--- src/hw/rtl/sfe_pkg.sv ---
// Shared types, constants and a helper function of the sprite framebuffer engine.
package sfe_pkg;

    // Default frame size in pixels
    localparam int SFE_MAX_COLS = 128;
    localparam int SFE_MAX_ROWS = 64;

    // Sprite row widths in pixels
    localparam int SPR_W_WIDE   = 16;
    localparam int SPR_W_NARROW = 8;

    // Stream payload widths
    localparam int S_TDATA_W = 40;
    localparam int S_TUSER_W = 3;
    localparam int M_TDATA_W = 8;

    // Configuration port
    localparam int APB_ADDR_W = 3;
    localparam int APB_DATA_W = 32;

    // Register indexes, decoded from paddr[2]
    localparam logic REG_WRAP_X = 1'b0;
    localparam logic REG_WRAP_Y = 1'b1;

    // Operation codes carried in tuser
    typedef enum logic [2:0] {
        OP_CLEAR     = 3'd0,
        OP_DRAW      = 3'd1,
        OP_SCR_DOWN  = 3'd2,
        OP_SCR_RIGHT = 3'd3,
        OP_SCR_LEFT  = 3'd4,
        OP_LOW_RES   = 3'd5,
        OP_HIGH_RES  = 3'd6,
        OP_READ      = 3'd7
    } t_op;

    // Sequencer states
    typedef enum logic [1:0] {
        S_IDLE,
        S_RD,
        S_WR
    } t_state;

    // Edge handling settings
    typedef struct packed {
        logic wrap_x;
        logic wrap_y;
    } t_cfg;

    // Remainder of an 8-bit value by a modulus of at least 16: four
    // restoring subtract steps, enough for quotients up to 15.
    function automatic logic [7:0] f_mod8(input logic [7:0] v, input logic [8:0] m);
        logic [11:0] rem;
        logic [11:0] sub;
        rem = {4'b0000, v};
        for (int k = 3; k >= 0; k--) begin
            sub = {3'b000, m} << k;
            if (rem >= sub) begin
                rem = rem - sub;
            end
        end
        return rem[7:0];
    endfunction

endpackage

--- src/hw/rtl/sfe_regs.sv ---
// Configuration registers of the sprite framebuffer engine behind an APB-style port.
module sfe_regs (
    input  logic                           i_clk,
    input  logic                           i_rst_n,
    input  logic                           psel,
    input  logic                           penable,
    input  logic                           pwrite,
    input  logic [sfe_pkg::APB_ADDR_W-1:0] paddr,
    input  logic [sfe_pkg::APB_DATA_W-1:0] pwdata,
    output logic [sfe_pkg::APB_DATA_W-1:0] prdata,
    output logic                           pready,
    output sfe_pkg::t_cfg                  o_cfg
);
    import sfe_pkg::*;

    logic r_wrap_x;
    logic r_wrap_y;
    logic wr_hit;

    assign pready = 1'b1;
    assign wr_hit = psel && penable && pwrite && pready;

    // Register writes; only the word address bit selects the register
    always_ff @(posedge i_clk) begin
        if (!i_rst_n) begin
            r_wrap_x <= 1'b0;
            r_wrap_y <= 1'b0;
        end else if (wr_hit) begin
            if (paddr[2] == REG_WRAP_X) begin
                r_wrap_x <= pwdata[0];
            end else begin
                r_wrap_y <= pwdata[0];
            end
        end
    end

    // Read back
    always_comb begin
        prdata = '0;
        if (paddr[2] == REG_WRAP_X) begin
            prdata[0] = r_wrap_x;
        end else begin
            prdata[0] = r_wrap_y;
        end
    end

    assign o_cfg.wrap_x = r_wrap_x;
    assign o_cfg.wrap_y = r_wrap_y;

endmodule

--- config.mk ---
export PLATFORM = sky130hd
export DESIGN_NAME = sfe_regs
export DESIGN_NICKNAME = d
export VERILOG_FILES = /design/src/hw/rtl/sfe_pkg.sv /design/src/hw/rtl/sfe_regs.sv
export SDC_FILE = /design/constraint.sdc
export NUM_CORES = 1
export LEC_CHECK = 0
export ABC_AREA = 0
export BUFFER_PORTS_ARGS = -buffer_cell sky130_fd_sc_hd__buf_2
export CAP_MARGIN = 20
export CORE_MARGIN = 1
export CORE_UTILIZATION = 24
export CTS_BUF_LIST = sky130_fd_sc_hd__clkbuf_4
export DETAILED_ROUTE_END_ITERATION = 7
export MAX_ROUTING_LAYER = met4
export PLACE_DENSITY = 0.8
export SLEW_MARGIN = 20
export SYNTH_ARGS = -nofsm -noshare
export SYNTH_HDL_FRONTEND = slang
export SYNTH_SLANG_ARGS = --single-unit
--- constraint.sdc ---
create_clock -name i_clk -period 0.8 [get_ports i_clk]
set_input_delay 0.16 -clock i_clk [delete_from_list [all_inputs] [get_ports i_clk]]
set_output_delay 0.16 -clock i_clk [all_outputs]
set_load 0.02 [all_outputs]
==> flow_summary.ini <==
[min_path]
hold_path_depth = 3
holdPathEnd = r_wrap_y$_SDFFE_PN0P_
hp-start = pwdata[0]
min_path_type = in2reg

[yosys]
avgSynthCellArea_sq_um = 7.83
ys_seq_area_share_pct = 11.1
ys_seq_elements = 2
synth_top_cell_by_area = buf_4
yosys_warnings = 0
yosysUniqueCellTypes = 8
netlist.area_leader.share_pct = 70.8
synth.area.top_cells = buf_4 (71%), dfxtp_1 (11%), mux2i_1 (5.6%), mux2_2 (3.1%), nand2_1 (3.1%)
synth_cells = 46
syn_area_sq_um = 360

[power]
p_clk_share_pct = 43.8
p_comb_share_pct = 35.8
intPower_uw = 298
switchingPower_uw = 212
seqPwrFrac_pct = 20.4
swShare_pct = 41.6
power_leakage_nw = 0.225
irDropWorstVdd_mv = 0.428
powerDensity_nw_per_um2 = 1440

[timing]
final.min_clock_period_ns = 1.09
max_freq_ghz = 0.921
slew_violations = 0
rsz0062_at_grt = yes
hold_viol_final = 0
fin_worst_skew_ns = 0
fin_setup_tns_ns = -0.550
period_share_pct = 136
setup_ws_ns = -0.286
finalSetupViolCount = 3

[final_layout]
multi_input_area_sq_um = 181
stdcell_count = 72
final_core_util_pct = 26.2
n_fill_cell = 146
register_area_sq_um = 41.3
layout-drive-gt1-share_pct = 29.8
final_common_cell = conb_1
layout_common_cells = conb_1 (32), buf_2 (6), buf_6 (4)
final_net_count = 99
area_delta_synth_final_pct = -1.74
antenna_cells = 0

[cts]
clk_latency_ns = 0.22
ctsHtreeMaxLevel = 1
root_buffer = clkbuf_4
cts.sinks = 2
postCtsSetupBuffers = 0
cts.hold.buffers_added = 0
cts.clk_slew.worst_paths_ns = 0.03
cts.path.max_buffers = 2
numCtsBuffers = 3
cts_tree = done
cts_resized = 6

[drt]
drtAntennaViolNets = 0
avgRoutedWirePerCell_microns = 6.65
drc = 0
drtIter0Drc = 1
routed_via_density = 2.93
wl_microns = 479
drt_first_pass_iters = 2
vias = 211

[worst_setup_path]
cp.required_ns = 0.64
r2r-end = r_wrap_x$_SDFFE_PN0P_
worst_setup_path_end_kind = output pin
path_buf_inv = 1
crit_arrival_ns = 0.93
crit_family = flip-flops
setup.worst_path.class = reg2out
reg2reg_depth = 3
critPathMaxStageDelay_ns = 0.30
reg2reg_from = r_wrap_x$_SDFFE_PN0P_
worstPathCellList = mux2_4, buf_6
slowest_stage = dfxtp_1
regToRegSetupSlack_ns = 0.13
cp_max_fo = 2
cp-start-kind = flop

[floorplan]
floorplan.initialDensity_pct = 26.7
dieArea_sq_um = 1660
core.rowCount = 13
die_x_microns = 40.8
core_sq_um = 1350
fp.dieH_microns = 40.8
io_pins = 75

[place]
hpwl_microns = 386
port-buffer-count = 9
place_inst = 69
place.gp.congestion = 0.668

[global_route]
grt_pass1_vias = 159
grt_pass1_wl_microns = 641
grt_max_degree = 4
antenna_found_initial = 0
overflow = 0
grt_util_all_layers_pct = 6.59

[run_status]
violations = setup timing
status = complete, but fails checks

[flow_run]
max_cap_violations = 0
## metal layers
metal  part of all wire, %  track usage (%)
met2                    51             9.52
met1                    43             6.80
met5                     0                -
met3                   5.6             1.63
met4                     0             7.50
## power groups by stage
stage               Combinational, mW  Sequential (mW)  Clock, mW
global route                    0.202            0.104      0.248
finish                          0.182            0.104      0.223
global placement                0.172            0.105          0
floorplan                       0.266            0.105          0
detailed placement              0.173            0.105          0
CTS                             0.178            0.104      0.243
## worst register-to-register path, delay by kind of cell, from the launching register on
kind / cells / cell delay [ns]
buf+inv: 1 / 0.12
flops: 1 / 0.32
simple gates: 1 / 0.04
mux: 1 / 0.12
## cell families (layout without fill, tap and decap cells)
family / after synthesis / after routing / synth area share (%)
multiplexers: 3 / 3 / 8.68
buffers and inverters: 34 / 15 / 70.8
flip-flops: 2 / 2 / 11.1
other: 2 / 32 / 2.08
AND/OR/NAND/NOR: 5 / 5 / 7.29
## flip-flops by register name (all words and copies together), names as in the netlist
| name | count |
|---|---|
| r_wrap_y | 1 |
| r_wrap_x | 1 |
## Yosys cell counts
master    instances
buf_4            34
conb_1            2
dfxtp_1           2
mux2_2            1
mux2i_1           2
nand2_1           3
nand4_1           1
nand4b_1          1
## area by class of cell
| cell class | instances | share of cell area [%] |
|---|---|---|
| Tap cell | 15 | 5.30 |
| Multi-Input combinational cell | 40 | 51.2 |
| Clock buffer | 3 | 6.36 |
| Timing Repair Buffer | 12 | 25.4 |
| Sequential cell | 2 | 11.7 |
## per-stage QoR
stage	power [mW]	instance area (sq um)	hold WS (ns)	setup WS [ns]
global route	0.555	354	0.234	-0.315
global placement	0.277	304	0.439	-0.0899
detailed placement	0.278	304	0.450	-0.0885
finish	0.510	354	0.211	-0.286
floorplan	0.371	473	0.309	0.0323
CTS	0.525	345	0.207	-0.289
## worst max path at each step
stage / to / start / cells after the start
after floorplan: prdata[0] / r_wrap_y$_SDFFE_PN0P_ / 1
after global placement: prdata[0] / paddr[2] / 3
after detailed placement: prdata[0] / paddr[2] / 3
after CTS: prdata[0] / r_wrap_y$_SDFFE_PN0P_ / 2
after global routing: prdata[0] / r_wrap_x$_SDFFE_PN0P_ / 2
final: prdata[0] / r_wrap_x$_SDFFE_PN0P_ / 2
(Power assumes the default switching activity.)
